## src/rtl/lfrx_pkg.sv

```systemverilog
// Package for the LED frame serial receiver.
// Holds shared constants, register indexes and the types passed between the
// front queue, the back sequencer and the top level.
package lfrx_pkg;

  localparam int LED_COUNT_DEF = 224;

  localparam logic [1:0] KIND_BYTE = 2'd0;
  localparam logic [1:0] KIND_TICK = 2'd1;
  localparam logic [1:0] KIND_READ = 2'd2;

  localparam logic [7:0] CHAR_UPPER_A = 8'h41;
  localparam logic [7:0] CHAR_D       = 8'h64;
  localparam logic [7:0] CHAR_LOWER_A = 8'h61;
  localparam logic [7:0] CHECK_XOR    = 8'h55;

  localparam logic [15:0] TIMEOUT_RST = 16'd2500;
  localparam logic [7:0]  RED_RST     = 8'd40;
  localparam logic [7:0]  GREEN_RST   = 8'd20;
  localparam logic [7:0]  BLUE_RST    = 8'd80;

  typedef enum logic [1:0] {
    CFG_TIMEOUT = 2'd0,
    CFG_RED     = 2'd1,
    CFG_GREEN   = 2'd2,
    CFG_BLUE    = 2'd3
  } cfg_idx_t;

  typedef enum logic [1:0] {
    OP_BYTE,
    OP_TICK,
    OP_READ,
    OP_NOP
  } op_t;

  typedef struct packed {
    logic [15:0] timeout_ms;
    logic [7:0]  red;
    logic [7:0]  green;
    logic [7:0]  blue;
  } cfg_t;

  typedef struct packed {
    op_t        op;
    logic [7:0] data;
    logic [9:0] index;
  } cmd_t;

  typedef struct packed {
    logic init;
    logic fill;
  } status_t;

endpackage

```

## src/rtl/lfrx_front.sv

```systemverilog
// Front end of the LED frame receiver: accepts input beats, decodes the kind
// into a command and holds up to two commands for the back end. Uses lfrx_pkg.
module lfrx_front
  import lfrx_pkg::*;
(
  input  logic        clk,
  input  logic        rst,
  input  logic        s_tvalid,
  output logic        s_tready,
  input  logic [23:0] s_tdata,
  input  logic [1:0]  s_tuser,
  input  status_t     status,
  output logic        q_valid,
  output cmd_t        q_cmd,
  input  logic        q_pop
);

  cmd_t       slot [2];
  logic       wr_ptr;
  logic       rd_ptr;
  logic [1:0] level;
  cmd_t       cmd_in;
  logic       push;

  always_comb begin
    cmd_in.data  = s_tdata[7:0];
    cmd_in.index = s_tdata[17:8];
    case (s_tuser)
      KIND_BYTE: cmd_in.op = OP_BYTE;
      KIND_TICK: cmd_in.op = OP_TICK;
      KIND_READ: cmd_in.op = OP_READ;
      default:   cmd_in.op = OP_NOP;
    endcase
  end

  assign s_tready = (level != 2'd2) && !status.init;
  assign push     = s_tvalid && s_tready;
  assign q_valid  = (level != 2'd0);
  assign q_cmd    = slot[rd_ptr];

  always_ff @(posedge clk) begin
    if (push) begin
      slot[wr_ptr] <= cmd_in;
    end
  end

  always_ff @(posedge clk) begin
    if (rst) begin
      wr_ptr <= 1'b0;
      rd_ptr <= 1'b0;
      level  <= 2'd0;
    end else begin
      if (push) begin
        wr_ptr <= ~wr_ptr;
      end
      if (q_pop) begin
        rd_ptr <= ~rd_ptr;
      end
      if (push && !q_pop) begin
        level <= level + 2'd1;
      end else if (!push && q_pop) begin
        level <= level - 2'd1;
      end
    end
  end

endmodule

```

## config.mk

```make
export PLATFORM = sky130hd
export DESIGN_NAME = lfrx_front
export DESIGN_NICKNAME = d
export VERILOG_FILES = /design/src/rtl/lfrx_pkg.sv /design/src/rtl/lfrx_front.sv
export SDC_FILE = /design/constraint.sdc
export NUM_CORES = 1
export LEC_CHECK = 0
export ABC_CLOCK_PERIOD_IN_PS = 2450
export BUFFER_PORTS_ARGS = -buffer_cell sky130_fd_sc_hd__buf_2
export CAP_MARGIN = 40
export CORE_UTILIZATION = 49
export CTS_BUF_LIST = sky130_fd_sc_hd__clkbuf_8 sky130_fd_sc_hd__clkbuf_16
export DETAILED_ROUTE_END_ITERATION = 10
export GPL_ROUTABILITY_DRIVEN = 0
export PLACE_DENSITY = 0.76
export SYNTH_ARGS = -nofsm -noshare
export SYNTH_HDL_FRONTEND = slang
export SYNTH_SLANG_ARGS = --single-unit
```

## constraint.sdc

```tcl
create_clock -name clk -period 2.45 [get_ports clk]
set_input_delay 0.1225 -clock clk [delete_from_list [all_inputs] [get_ports clk]]
set_output_delay 0.1225 -clock clk [all_outputs]
set_load 0.05 [all_outputs]
```

==> flow_summary.yaml <==
worst_setup_path:
  path_max_fanout: 11
  crit_required_ns: 2.33
  path_buf_inv: 2
  startpoint_to_endpoint_class_of_the_critical_path: "reg2out"
  critPathTopFamily: "flip-flops"
  worst_path_max_delay_cell: "sky130_fd_sc_hd__dfxtp_1"
  crit_path_cell_trace: "buf_4 > mux2_2 > buf_2"
  crit_path_max_incr_delay_ns: 0.57
  cp_data_arrival_time_ns: 1.71
  start_kind: "flop"
  endpoint_type_of_the_worst_setup_path: "output pin"
floorplan:
  initial_core_util_pct: 53.5
  fp.dieW_um: 60.6
  die_height_um: 60.6
  rows: 20
  die-area_sq_mm: 0.00368
  i_o_pin_cnt: 54
  fp.coreArea_sq_mm: 0.00315
power:
  report.power.total_w: 0.00174
  ir_drop_mv: 0.407
  leakage_nw: 0.815
  power_density_mw_per_mm2: 828
detailed_routing:
  dr.pass1.iters: 4
  finalWirelength_mm: 2.52
  postRouteAntennaNets: 0
  drt_first_iter_violations: 23
  route.detailed.drc: 0
  viasPerCell: 4.84
  via_count: 910
  wire_per_inst_um: 13.4
timing:
  setup_viol_count_final: 0
  fin_ws_ns: 0.618
  worst_slew_pin_slew_ns: 0.410
  maxSlewHeadroom_pct: 72.6
  grt_setup_unrepaired: "false"
  setup_tns_ns: 0
  fin_skew_ns: 0.00731
  fin_crit_sh_pct: 74.8
  hold_viol_final: 0
  fmax_mhz: 546
  final_period_minus_worst_setup_slack_ns: 1.83
  maxSlewViolCount: 0
synth:
  synth-seq-cells: 45
  syn_inst: 89
  synth_area_leaders: "sky130_fd_sc_hd__edfxtp_1 71%, sky130_fd_sc_hd__mux2_2 13%, sky130_fd_sc_hd__dfxtp_1 5.9%"
  syn-cell-area_sq_mm: 0.00169
  yosysWarnings: 0
  synth_sequential_area_ratio_pct: 77.2
  synthDistinctLibCells: 19
  post-synth-top-area-fraction_pct: 71.3
  synthesis.nets: 122
  area_leader_netlist: "sky130_fd_sc_hd__edfxtp_1"
  syn-mean-instance-area_sq_um: 18.9
clock_tree:
  worst_path_clk_slew_ns: 0.08
  clock_tree.root_cell: "sky130_fd_sc_hd__clkbuf_8"
  cts.repair.resized: 0
  hold_buffers: 0
  cts.repair_timing.setup_buffer_count: 0
  clock_sink_count: 45
  clock_tree.htree_level_count: 2
  number_of_buffers_created_by_cts: 5
  cts_tree: "yes"
  max-clock-path-buffers: 2
  insertion_delay_ns: 0.29
placed_design:
  dpl.hpwl_mm: 1.83
  port-buffer-count: 46
  post-place-ws_ns: 0.694
  placed_area_sq_mm: 0.00199
grt:
  grt_pass1_wl_mm: 3.67
  groute.usage.overall_pct: 14.8
  grt_max_degree: 14
  number_of_global_route_vias_before_repair: 894
  grt_overflow: 0
  antenna_found_initial: 0
layout:
  nets: 176
  filler_cell_count: 250
  multi_input_comb_area_sq_um: 365
  final_area_sq_mm: 0.00210
  area.sequential_sq_mm: 0.00130
  final_common_cell: "sky130_fd_sc_hd__buf_2"
  highest_count_cells_in_the_layout_ignoring_fill_and_taps: "46 x sky130_fd_sc_hd__buf_2, 40 x sky130_fd_sc_hd__edfxtp_1, 20 x sky130_fd_sc_hd__mux2_2"
  antenna_cells_inserted: 0
  final_layout_size_suffix_gt1_share_pct: 55.6
  area_delta_synth_final_pct: 24.7
  utilization_pct: 66.7
run:
  cap_violations: 0
worst_hold_path:
  worstHoldPathType: "in2reg"
outcome:
  status: "completed"
[layer usage]
layer / vias to the layer above / GRT usage (%) / part of all wire, %
met5: - / 0 / 0
met4: 0 / 6.49 / 1.3
met3: 4 / 7.04 / 6.4
met2: 30 / 26.8 / 54
met1: 438 / 14.3 / 38
li1: 438 / - / -
[worst reg2reg max path: stages, from the launching register on]
cell and delay (ns):
sky130_fd_sc_hd__dfxtp_1 0.41, sky130_fd_sc_hd__nor2b_2 0.09, sky130_fd_sc_hd__nor3b_4 0.24, sky130_fd_sc_hd__and2_1 0.41, sky130_fd_sc_hd__buf_4 0.29
[final cells by class]
class	instances	area share [%]
multi-input cells	39	17.4
clock buffers	5	3.27
repair buffers	51	12.9
flip-flops and latches	45	61.9
clock inverters	3	1.79
well taps	44	2.62
inverters	1	0.179
[final timing paths]
| path | startpoint | to | slack (ns) | cells after the start |
|---|---|---|---|---|
| max | flop | q_cmd[15] | 0.62 | 3 |
| min reg2reg | level[1] | level[1] | 0.51 | 2 |
| min | s_tdata[12] | slot[1][4] | 0.01 | 1 |
| max reg2reg | level[0] | slot[1][5] | 0.72 | 4 |
[logic make-up after synthesis]
group                      count (synthesis)  synth area share, %
adders and majority gates                  1                0.742
and+or+nand+nor                           12                 4.60
AOI/OAI and AO/OA                          2                0.593
muxes                                     21                 14.0
DFF                                       45                 77.2
buffers and inverters                      5                 1.26
xor gates and xnor gates                   3                 1.56
[where the power goes]
part | leakage [nW] | internal (W) | switching, W
sequential | 0.408 | 0.000881 | 0.0000204
clock | 0.0570 | 0.000297 | 0.000225
combinational | 0.351 | 0.000103 | 0.000215
[sequential cells by signal, summed over array words and instances, names as in the netlist, named ones only]
signal and flops:
wr_ptr 1, rd_ptr 1, level 2, slot 40
[through the flow]
step                std cells  hold slack [ns]
finish                    188           0.0132
global route              188          0.00230
floorplan                  89            0.192
detailed placement        179            0.314
CTS                       187          0.00566
global placement          179            0.311
[Yosys cell counts]
cell                       instances
sky130_fd_sc_hd__or2_2             1
sky130_fd_sc_hd__mux2_1            1
sky130_fd_sc_hd__xnor2_1           1
sky130_fd_sc_hd__clkbuf_1          2
sky130_fd_sc_hd__nor2b_1           2
sky130_fd_sc_hd__nor2b_2           1
sky130_fd_sc_hd__nor3b_4           1
sky130_fd_sc_hd__nor2_1            5
sky130_fd_sc_hd__buf_2             2
sky130_fd_sc_hd__xor2_1            2
sky130_fd_sc_hd__or3_1             1
sky130_fd_sc_hd__a21oi_1           1
sky130_fd_sc_hd__dfxtp_1           5
sky130_fd_sc_hd__o21ai_0           1
sky130_fd_sc_hd__inv_1             1
sky130_fd_sc_hd__ha_1              1
sky130_fd_sc_hd__edfxtp_1         40
sky130_fd_sc_hd__and2_1            1
sky130_fd_sc_hd__mux2_2           20
Note: power is estimated with default switching activity, not from simulation.
